## src/hw/rtl/u8d_pkg.sv

```systemverilog
// Shared types and constants for the UTF-8 code point decoder.
// No dependencies; every other file of the block refers to this package.
package u8d_pkg;

   // Window geometry and result width.
   localparam int WindowBytes = 6;
   localparam int NumLanes    = WindowBytes - 1;
   localparam int CpWidth     = 32;
   localparam int CountWidth  = 3;

   // Lead byte class boundaries.
   localparam logic [7:0] LeadTwo   = 8'hC0;
   localparam logic [7:0] LeadThree = 8'hE0;
   localparam logic [7:0] LeadFour  = 8'hF0;
   localparam logic [7:0] LeadFive  = 8'hF8;
   localparam logic [7:0] LeadSix   = 8'hFC;
   localparam logic [7:0] LeadCont  = 8'h80;

   // Payload masks for lead and continuation bytes.
   localparam logic [7:0] MaskCont  = 8'h3F;
   localparam logic [7:0] MaskTwo   = 8'h1F;
   localparam logic [7:0] MaskThree = 8'h0F;
   localparam logic [7:0] MaskFour  = 8'h07;
   localparam logic [7:0] MaskFive  = 8'h03;

   // Result status codes.
   typedef enum logic [1:0] {
      ST_OK       = 2'd0,
      ST_EMPTY    = 2'd1,
      ST_BAD_LEAD = 2'd2,
      ST_TRUNC    = 2'd3
   } status_type;

   // What the lead byte decode hands to the lanes and the merge stage.
   typedef struct packed {
      logic [CountWidth-1:0] need;
      status_type            status;
      logic [CpWidth-1:0]    lead_bits;
   } lead_info_type;

endpackage

```

## src/hw/rtl/u8d_lead.sv

```systemverilog
// Lead byte classification: sequence length, status and placed lead payload.
// Depends on u8d_pkg.
module u8d_lead (
   input  logic [7:0]                      lead_byte,
   input  logic [u8d_pkg::CountWidth-1:0]  avail,
   output u8d_pkg::lead_info_type          info
);

   logic [u8d_pkg::CountWidth-1:0] avail_sat;
   logic [u8d_pkg::CountWidth-1:0] need;
   logic [7:0]                     masked;
   logic [4:0]                     shift_amt;
   logic                           bad_lead;

   // A count of seven saturates to the window size.
   assign avail_sat = (avail > u8d_pkg::CountWidth'(u8d_pkg::WindowBytes))
                      ? u8d_pkg::CountWidth'(u8d_pkg::WindowBytes) : avail;

   // Pick sequence length, payload mask and payload position from the lead byte.
   always_comb begin
      bad_lead  = 1'b0;
      need      = 3'd1;
      masked    = lead_byte;
      shift_amt = 5'd0;
      priority if (lead_byte < u8d_pkg::LeadCont) begin
         need      = 3'd1;
         masked    = lead_byte;
         shift_amt = 5'd0;
      end else if (lead_byte < u8d_pkg::LeadTwo) begin
         bad_lead  = 1'b1;
         need      = 3'd0;
      end else if (lead_byte < u8d_pkg::LeadThree) begin
         need      = 3'd2;
         masked    = lead_byte & u8d_pkg::MaskTwo;
         shift_amt = 5'd6;
      end else if (lead_byte < u8d_pkg::LeadFour) begin
         need      = 3'd3;
         masked    = lead_byte & u8d_pkg::MaskThree;
         shift_amt = 5'd12;
      end else if (lead_byte < u8d_pkg::LeadFive) begin
         need      = 3'd4;
         masked    = lead_byte & u8d_pkg::MaskFour;
         shift_amt = 5'd18;
      end else if (lead_byte < u8d_pkg::LeadSix) begin
         need      = 3'd5;
         masked    = lead_byte & u8d_pkg::MaskFive;
         shift_amt = 5'd24;
      end else begin
         need      = 3'd6;
         masked    = lead_byte & u8d_pkg::MaskFive;
         shift_amt = 5'd30;
      end
   end

   // Status priority follows the decode order: empty, bad lead, then truncation.
   always_comb begin
      info.need      = need;
      info.lead_bits = u8d_pkg::CpWidth'(masked) << shift_amt;
      priority if (avail_sat == '0) begin
         info.status = u8d_pkg::ST_EMPTY;
      end else if (bad_lead) begin
         info.status = u8d_pkg::ST_BAD_LEAD;
      end else if (avail_sat < need) begin
         info.status = u8d_pkg::ST_TRUNC;
      end else begin
         info.status = u8d_pkg::ST_OK;
      end
   end

endmodule

```

## src/hw/rtl/u8d_lane.sv

```systemverilog
// One continuation byte lane: places six payload bits by the sequence length.
// Depends on u8d_pkg.
module u8d_lane #(
   parameter int LaneIndex = 1
) (
   input  logic [7:0]                     cont_byte,
   input  logic [u8d_pkg::CountWidth-1:0] need,
   output logic [u8d_pkg::CpWidth-1:0]    contrib
);

   logic                           in_seq;
   logic [u8d_pkg::CountWidth-1:0] slots_after;
   logic [4:0]                     shift_amt;

   // The byte belongs to the sequence only when its position is below the length.
   assign in_seq      = need > u8d_pkg::CountWidth'(LaneIndex);
   assign slots_after = need - u8d_pkg::CountWidth'(LaneIndex) - 3'd1;
   assign shift_amt   = 5'(slots_after) * 5'd6;

   // Six payload bits, shifted into place, or nothing outside the sequence.
   assign contrib = in_seq
      ? (u8d_pkg::CpWidth'(cont_byte & u8d_pkg::MaskCont) << shift_amt)
      : '0;

endmodule

```

## src/hw/rtl/u8d_merge.sv

```systemverilog
// Merge stage: combines lead payload and lane contributions into the result.
// Depends on u8d_pkg.
module u8d_merge (
   input  u8d_pkg::lead_info_type          info,
   input  logic [u8d_pkg::CpWidth-1:0]     lane_bits [u8d_pkg::NumLanes],
   output logic [u8d_pkg::CpWidth-1:0]     char_value,
   output logic [u8d_pkg::CountWidth-1:0]  consumed,
   output logic [1:0]                      status
);

   logic [u8d_pkg::CpWidth-1:0] combined;

   // Lanes never overlap, so an OR assembles the code point.
   always_comb begin
      combined = info.lead_bits;
      for (int i = 0; i < u8d_pkg::NumLanes; i++) begin
         combined = combined | lane_bits[i];
      end
   end

   // Any error status clears the value and the length.
   always_comb begin
      status = info.status;
      if (info.status == u8d_pkg::ST_OK) begin
         char_value = combined;
         consumed   = info.need;
      end else begin
         char_value = '0;
         consumed   = '0;
      end
   end

endmodule

```

## src/hw/rtl/utf8_code_point_decoder_core.sv

```systemverilog
// UTF-8 code point decoder core: one six-byte window in, one result out.
// A request is registered in the first stage, its result in the output register.
// Throughput: one transaction per cycle unless rsp_ready stalls the output; a lead
// decoder and five byte lanes work in the first stage, an OR merge fills the output
// register in the second. Reset (synchronous, active high) empties both stages;
// data registers keep values. Depends on u8d_pkg, u8d_lead, u8d_lane and u8d_merge.
module utf8_code_point_decoder_core (
   input  logic                           clock,
   input  logic                           reset,
   input  logic                           req_valid,
   output logic                           req_ready,
   input  logic [7:0]                     req_byte0,
   input  logic [7:0]                     req_byte1,
   input  logic [7:0]                     req_byte2,
   input  logic [7:0]                     req_byte3,
   input  logic [7:0]                     req_byte4,
   input  logic [7:0]                     req_byte5,
   input  logic [u8d_pkg::CountWidth-1:0] req_avail,
   output logic                           rsp_valid,
   input  logic                           rsp_ready,
   output logic [u8d_pkg::CpWidth-1:0]    rsp_char,
   output logic [u8d_pkg::CountWidth-1:0] rsp_consumed,
   output logic [1:0]                     rsp_status
);

   logic [7:0]                     cont_bytes [u8d_pkg::NumLanes];
   u8d_pkg::lead_info_type         lead_info;
   logic [u8d_pkg::CpWidth-1:0]    lane_out [u8d_pkg::NumLanes];

   logic                           s1_valid_ff;
   logic                           s1_valid_in;
   u8d_pkg::lead_info_type         s1_info_ff;
   logic [u8d_pkg::CpWidth-1:0]    s1_lanes_ff [u8d_pkg::NumLanes];

   logic                           out_valid_ff;
   logic                           out_valid_in;
   logic [u8d_pkg::CpWidth-1:0]    out_cp_ff;
   logic [u8d_pkg::CpWidth-1:0]    out_cp_in;
   logic [u8d_pkg::CountWidth-1:0] out_consumed_ff;
   logic [u8d_pkg::CountWidth-1:0] out_consumed_in;
   logic [1:0]                     out_status_ff;
   logic [1:0]                     out_status_in;

   logic                           out_load;
   logic                           s1_load;

   // Stage enables: each stage moves when the one after it has room.
   assign out_load  = !out_valid_ff || rsp_ready;
   assign s1_load   = !s1_valid_ff || out_load;
   assign req_ready = s1_load;

   assign cont_bytes[0] = req_byte1;
   assign cont_bytes[1] = req_byte2;
   assign cont_bytes[2] = req_byte3;
   assign cont_bytes[3] = req_byte4;
   assign cont_bytes[4] = req_byte5;

   // Lead byte decode.
   u8d_lead u_lead (
      .lead_byte (req_byte0),
      .avail     (req_avail),
      .info      (lead_info)
   );

   // One lane per continuation byte position.
   for (genvar g = 0; g < u8d_pkg::NumLanes; g++) begin : g_lane
      u8d_lane #(
         .LaneIndex (g + 1)
      ) u_lane (
         .cont_byte (cont_bytes[g]),
         .need      (lead_info.need),
         .contrib   (lane_out[g])
      );
   end

   // First stage register: lead info and lane contributions.
   assign s1_valid_in = s1_load ? req_valid : s1_valid_ff;

   always_ff @(posedge clock) begin
      if (reset) begin
         s1_valid_ff <= 1'b0;
      end else begin
         s1_valid_ff <= s1_valid_in;
      end
   end

   always_ff @(posedge clock) begin
      if (s1_load && req_valid) begin
         s1_info_ff <= lead_info;
         for (int i = 0; i < u8d_pkg::NumLanes; i++) begin
            s1_lanes_ff[i] <= lane_out[i];
         end
      end
   end

   // Merge stage into the output register.
   u8d_merge u_merge (
      .info       (s1_info_ff),
      .lane_bits  (s1_lanes_ff),
      .char_value (out_cp_in),
      .consumed   (out_consumed_in),
      .status     (out_status_in)
   );

   assign out_valid_in = out_load ? s1_valid_ff : out_valid_ff;

   always_ff @(posedge clock) begin
      if (reset) begin
         out_valid_ff <= 1'b0;
      end else begin
         out_valid_ff <= out_valid_in;
      end
   end

   always_ff @(posedge clock) begin
      if (out_load && s1_valid_ff) begin
         out_cp_ff       <= out_cp_in;
         out_consumed_ff <= out_consumed_in;
         out_status_ff   <= out_status_in;
      end
   end

   assign rsp_valid    = out_valid_ff;
   assign rsp_char     = out_cp_ff;
   assign rsp_consumed = out_consumed_ff;
   assign rsp_status   = out_status_ff;

endmodule
```

## config.mk

```make
export PLATFORM = sky130hd
export DESIGN_NAME = utf8_code_point_decoder_core
export DESIGN_NICKNAME = d
export VERILOG_FILES = /design/src/hw/rtl/u8d_pkg.sv /design/src/hw/rtl/u8d_lead.sv /design/src/hw/rtl/u8d_lane.sv /design/src/hw/rtl/u8d_merge.sv /design/src/hw/rtl/utf8_code_point_decoder_core.sv
export SDC_FILE = /design/constraint.sdc
export NUM_CORES = 1
export LEC_CHECK = 0
export BUFFER_PORTS_ARGS = -buffer_cell sky130_fd_sc_hd__clkbuf_2
export CORE_MARGIN = 8
export CORE_UTILIZATION = 60
export CTS_BUF_LIST = sky130_fd_sc_hd__clkbuf_4 sky130_fd_sc_hd__clkbuf_8 sky130_fd_sc_hd__clkbuf_16
export DETAILED_ROUTE_END_ITERATION = 7
export PLACE_DENSITY = 0.78
export SLEW_MARGIN = 20
export SYNTH_ARGS = -nofsm -noshare
export SYNTH_HDL_FRONTEND = slang
export SYNTH_SLANG_ARGS = --single-unit
```

## constraint.sdc

```tcl
create_clock -name clock -period 8.6 [get_ports clock]
set_input_delay 1.29 -clock clock [delete_from_list [all_inputs] [get_ports clock]]
set_output_delay 1.29 -clock clock [all_outputs]
set_load 0.05 [all_outputs]
```

Yosys cells after proc, flatten, opt, wreduce, memory -nomap -nowiden --
Cells that the tools add are included.
Operators by class: add/subtract/negate cells 10, multiply operators 5, div/mod/pow operators 0, $lt $le $gt $ge 13, equality and inequality tests 0, shift operators 6, muxes and demuxes 22, bitwise logic cells 5, reductions and logical operators 8
Operator list (count):
- 32-bit bitwise OR | 5
- 6-bit by 5-bit << shifter with 32-bit output | 5
- 8-bit < comparator, second input constant | 6
- 8-bit two-way mux | 4
- 8-bit by 5-bit << shifter with 32-bit output | 1
- 5-bit two-way mux | 5
- 3-bit two-way mux | 8
- 3-bit by 2-bit multiplier with 4-bit output, second input constant | 5
- 3-bit by 1-bit subtractor with 3-bit output, second input constant | 6
- 3-bit > comparator, second input constant | 3
- 3-bit by 2-bit > comparator with 1-bit output, second input constant | 2
- 2-bit two-way mux | 3
- 3-bit by 2-bit subtractor with 3-bit output, second input constant | 2
- 3-bit subtractor, second input constant | 2
- 3-bit by 1-bit > comparator with 1-bit output, second input constant | 1
- 3-bit zero test | 1
- 3-bit < comparator | 1
- 1-bit logical AND | 2
- 1-bit zero test | 2
- 2-bit zero test | 1
- 1-bit logical OR | 2
- 1-bit two-way mux | 2
Word-level totals: bits in registers 236, latch bits 0, bits in writable memories 0, memory bits (read-only) 0, input bits 55, word-level logic and storage cells 82, memories 0

Logic depth before layout (Yosys ltp) --
depth after elaboration 11, depth in mapped cells 18

Modules after synthesis --
A second synthesis with hierarchy kept.
Second synthesis, totals: cells, all modules 904, area, all modules 11752.5 um2
By module, submodules not included:
- utf8_code_point_decoder_core | instances 1, cells an instance 244, area an instance 7130.6 um2
- u8d_lane (g_lane[1].u_lane) | instances 1, cells an instance 99, area an instance 739.5 um2
- u8d_merge | instances 1, cells an instance 107, area an instance 708.2 um2
- u8d_lane (g_lane[2].u_lane) | instances 1, cells an instance 89, area an instance 706.9 um2
- u8d_lane (g_lane[4].u_lane) | instances 1, cells an instance 99, area an instance 688.2 um2
- u8d_lane (g_lane[3].u_lane) | instances 1, cells an instance 96, area an instance 658.1 um2
- u8d_lane (g_lane[0].u_lane) | instances 1, cells an instance 96, area an instance 603.1 um2
- u8d_lead | instances 1, cells an instance 74, area an instance 518.0 um2

Worst setup path after synthesis --
Ideal clock, no wire load.
path kind input to register, start point in rsp_ready, end point reg s1_info_ff[0] in the netlist's numbering, enable pin, arrival time 6.282 ns, data required time 8.019 ns, path slack 1.738 ns, cell stages on the path 3, buffers on the path 0, path through nor2b_1 -> nand2_1 -> and2_1
Between the ends: cells in the longest elaborated chain, start to end 3
RTL lines:
- from (decl) | RTL line utf8_code_point_decoder_core.sv:20 | input logic rsp_ready,
- 1-bit logical OR | RTL line utf8_code_point_decoder_core.sv:48 | assign out_load = !out_valid_ff || rsp_ready;
- 1-bit logical OR | RTL line utf8_code_point_decoder_core.sv:49 | assign s1_load = !s1_valid_ff || out_load;
- via req_ready | RTL line utf8_code_point_decoder_core.sv:11 | output logic req_ready,
- 1-bit logical AND | RTL line utf8_code_point_decoder_core.sv:88 | if (s1_load && req_valid) begin
- to (signal assigned) | RTL line utf8_code_point_decoder_core.sv:89 | s1_info_ff <= lead_info;
- to (decl) | RTL line utf8_code_point_decoder_core.sv:32 | u8d_pkg::lead_info_type s1_info_ff;
The timed path passes the listed nets, and every way through them passes these cells. A chain may end at the register's enable or synchronous reset.

Final worst setup path --
start point in req_byte0[7], end point reg s1_lanes_ff[32] in the netlist's numbering, data pin
Between the ends: cells in the longest elaborated chain, start to end 11, elaborated cells on any way between the ends 17, classes of those cells add/sub: 2; mul: 1; order compare: 7; shift: 1; mux: 6
RTL lines:
- from (decl) | RTL line utf8_code_point_decoder_core.sv:12 | input logic [7:0] req_byte0,
- 8-bit < comparator | RTL line u8d_lead.sv:44 | end else if (lead_byte < u8d_pkg::LeadSix) begin
- 2-bit two-way mux | RTL line u8d_lead.sv:44
- 3-bit two-way mux | RTL line u8d_lead.sv:40 | end else if (lead_byte < u8d_pkg::LeadFive) begin
- 3-bit two-way mux | RTL line u8d_lead.sv:36 | end else if (lead_byte < u8d_pkg::LeadFour) begin
- 3-bit two-way mux | RTL line u8d_lead.sv:32 | end else if (lead_byte < u8d_pkg::LeadThree) begin
- 3-bit two-way mux | RTL line u8d_lead.sv:29 | end else if (lead_byte < u8d_pkg::LeadTwo) begin
- 3-bit two-way mux (*) | RTL line u8d_lead.sv:25 | priority if (lead_byte < u8d_pkg::LeadCont) begin
- 3-bit subtractor | RTL line u8d_lane.sv:17 | assign slots_after = need - u8d_pkg::CountWidth'(LaneIndex) - 3'd1;
- 3-bit by 1-bit subtractor with 3-bit output | RTL line u8d_lane.sv:17
- 3-bit by 2-bit multiplier with 4-bit output | RTL line u8d_lane.sv:18 | assign shift_amt = 5'(slots_after) * 5'd6;
- 6-bit by 5-bit << shifter with 32-bit output | RTL line u8d_lane.sv:22 | ? (u8d_pkg::CpWidth'(cont_byte & u8d_pkg::MaskCont) << shift_amt)
- to (signal, indexed assignment) | RTL line utf8_code_point_decoder_core.sv:91 | s1_lanes_ff[i] <= lane_out[i];
- to (decl) | RTL line utf8_code_point_decoder_core.sv:33 | logic [u8d_pkg::CpWidth-1:0] s1_lanes_ff [u8d_pkg::NumLanes];
Mark *: on every way between the ends. The rest lies on a longest branch, timed or not.

==> impl_metrics.toml <==
[hold_path]
hold_path_class = "flip-flop to flip-flop"

[floorplan]
row_count = 49
dieArea_um2 = 22360
fp.dieH_um = 149.5
die_w_um = 149.5
io_pins = 94
start_util_pct = 60.37
coreArea_um2 = 17720

[drt]
via_per_inst = 6.250
first_pass_iters = 6
wire_per_inst_um = 23.36
routed_wl_um = 27170
route.detailed.drc = 0
antenna_left = 0
num_vias = 7269
drt-initial-drc-count = 1036

[sta]
fmax_mhz = 190.1
worstMarginPinSlew_ns = 1.082
slew_violations = 0
rsz0062_at_grt = "false"
period_needed_ns = 5.260
relSlewSlack_pct = 27.33
finalCritPeriodShare_pct = 61.17
setup_violations = 0
tns_ns = 0
whs_ns = 0.4754
finalWorstSetupSlack_ns = 3.340
finalHoldViolations = 0
finClkSkew_ns = 0.01158

[global_route]
grt_antenna_before_repair = 1
grt_max_degree = 89
grt_pass1_wl_um = 40730
grt_usage_pct = 24.34
first_global_vias = 7077
overflow = 0

[critical_path]
crit_path_frequent_cell = "buf_4"
worst_ep_required_time_ns = 9.00
crit_type = "primary input to flip-flop"
cp-end-kind = "flip-flop"
crit_arrival_ns = 5.66
critPathLaunchType = "primary input"
cp_top_family = "adder cells"
cp_slowest_cell = "fa_1"
crit_chain = "clkbuf_2, a21bo_2, o21a_2, buf_4, ha_1, buf_4, inv_1, fa_1, o2111ai_1, nor3_1, and2_1"
cpPeakStageDelay_ns = 1.22
worst-path-max-fanout = 47
path_buf_inv = 4

[layout]
drive_gt1_share_pct = 19.27
mostFrequentLayoutCells = "edfxtp_1, nor2_1, clkbuf_2"
area_delta_synth_final_pct = 13.05
fillers = 1225
layout_commonest_cell = "edfxtp_1"
finalNetCount = 986
antennaDiodeCount = 0
utilization_pct = 68.25

[placement]
gp_congestion = 0.9375
io_buffers = 83
hpwl_um = 18980
pre_cts_ws_ns = 2.956

[power]
power_density_nw_per_um2 = 227.7
p_leak_nw = 4.378
ir_drop_uv = 189.3

[yosys]
ys.flop_type = "edfxtp_1"
syn-mean-instance-area_um2 = 12.87
synth_seq_cells = 236
yosys_warnings = 0
netlist_instances = 831
yosysUniqueCellTypes = 62
synth_area_um2 = 10700
synth-edff-count = 234
seq_area_frac_synth_pct = 66.07
async_reset_ff_share_pct = 0

[cts]
post-cts-setup-buffers = 0
cts_resized = 0
clk_latency_ns = 0.52
cts_tree = "yes"
root_buffer = "clkbuf_16"
cts_sinks = 236
clkTransAtPathRegs_ns = 0.06
cts_made_buffers = 25
cts_max_level = 1
ctsLongestPathBuffers = 3
holdBufCountCts = 0

[run]
cap_violations = 0

[run_status]
status = "completed"
==> worst reg2reg max path, delay by kind of cell, from the launching register on <==
kind,cells,cell delay [ns]
buffers and inverters,1,0.90
AND/OR/NAND/NOR,3,0.80
flip-flops,1,0.30
==> logic make-up after synthesis <==
family	share of synthesized area, %
AOI/OAI and AO/OA	6.936
xor gates and xnor gates	1.673
adders and majority gates	1.825
buffers and inverters	2.445
DFF	66.07
muxes	3.825
other	0.03506
and+or+nand+nor	17.20
==> report_power, final <==
part	internal [mW]	total (mW)	switching [mW]
sequential	1.33	1.35	0.0182
combinational	0.100	0.369	0.269
clock	0.604	1.03	0.429
==> cell type report <==
type	count	area, µm²	share of cell area (%)
timing repair buffer	89	480.5	3.973
sequential	236	7067	58.44
tap	229	286.5	2.369
clock buffer	33	698.2	5.773
inverter	12	47.55	0.3932
clock inverter	12	96.34	0.7967
multi-input combinational	552	3417	28.26
==> path summary, 6_finish.rpt <==
| kind | from | endpoint | slack, ns | cells after the start |
|---|---|---|---|---|
| min | s1_info_ff[33]$_SDFFCE_PN0P_ | rsp_status[1]$_DFFE_PP_ | 0.48 | 0 |
| max reg2reg | rsp_valid$_SDFFE_PP0P_ | s1_lanes_ff[67]$_SDFFCE_PP0P_ | 6.09 | 4 |
| min reg2reg | s1_info_ff[33]$_SDFFCE_PN0P_ | rsp_status[1]$_DFFE_PP_ | 0.48 | 0 |
| max | req_byte0[7] | s1_lanes_ff[32]$_SDFFCE_PP0P_ | 3.34 | 11 |
==> routing by layer <==
layer	track usage [%]	vias up	routed length, µm
li1	-	3296	-
met1	32.66	3486	10570
met2	39.41	424	13260
met3	4.173	61	2585
met4	8.582	2	740
met5	0	-	12
==> flip-flops by register name (all words and copies together) (netlist names) <==
name          count
rsp_char         32
rsp_consumed      3
rsp_status        2
rsp_valid         1
s1_info_ff       37
s1_lanes_ff     160
s1_valid_ff       1
==> stage by stage <==
| stage | std cells | power [mW] | area [µm²] |
|---|---|---|---|
| 2_1_floorplan | 840 | 1.632 | 10730 |
| 3_3_place_gp | 1117 | 1.725 | 11270 |
| 3_5_place_dp | 1117 | 1.733 | 11270 |
| 4_1_cts | 1162 | 2.756 | 12060 |
| 5_1_grt | 1163 | 2.837 | 12090 |
| 6_report | 1163 | 2.754 | 12090 |
==> cell usage after synthesis, types with 4 or more instances <==
library cell    n  area, µm²
clkbuf_1       21      78.83
buf_4           7      52.55
nand4_1         8      50.05
nor4_1         35      219.0
buf_2           6      30.03
nor2b_1        10      62.56
nand2b_1        5      31.28
and3_1         13      81.33
a21oi_1        55      275.3
xnor2_1         8      70.07
nand3_1        39      195.2
nand2_1        27      101.4
nor2_1        118      442.9
edfxtp_1      234       7027
a22oi_1         8      60.06
buf_6           4      45.04
and2_1         37      231.5
nor3_1         40      200.2
mux2_2         23      259.0
o21ai_0         6      30.03
nor3b_1         5      37.54
ha_1           14      175.2
o22ai_1        15      93.84
a32oi_1         6      52.55
inv_1          10      37.54
mux2i_1        15      150.1
or3_1           6      37.54
o2bb2ai_1       4      35.03
(Power assumes the default switching activity.)
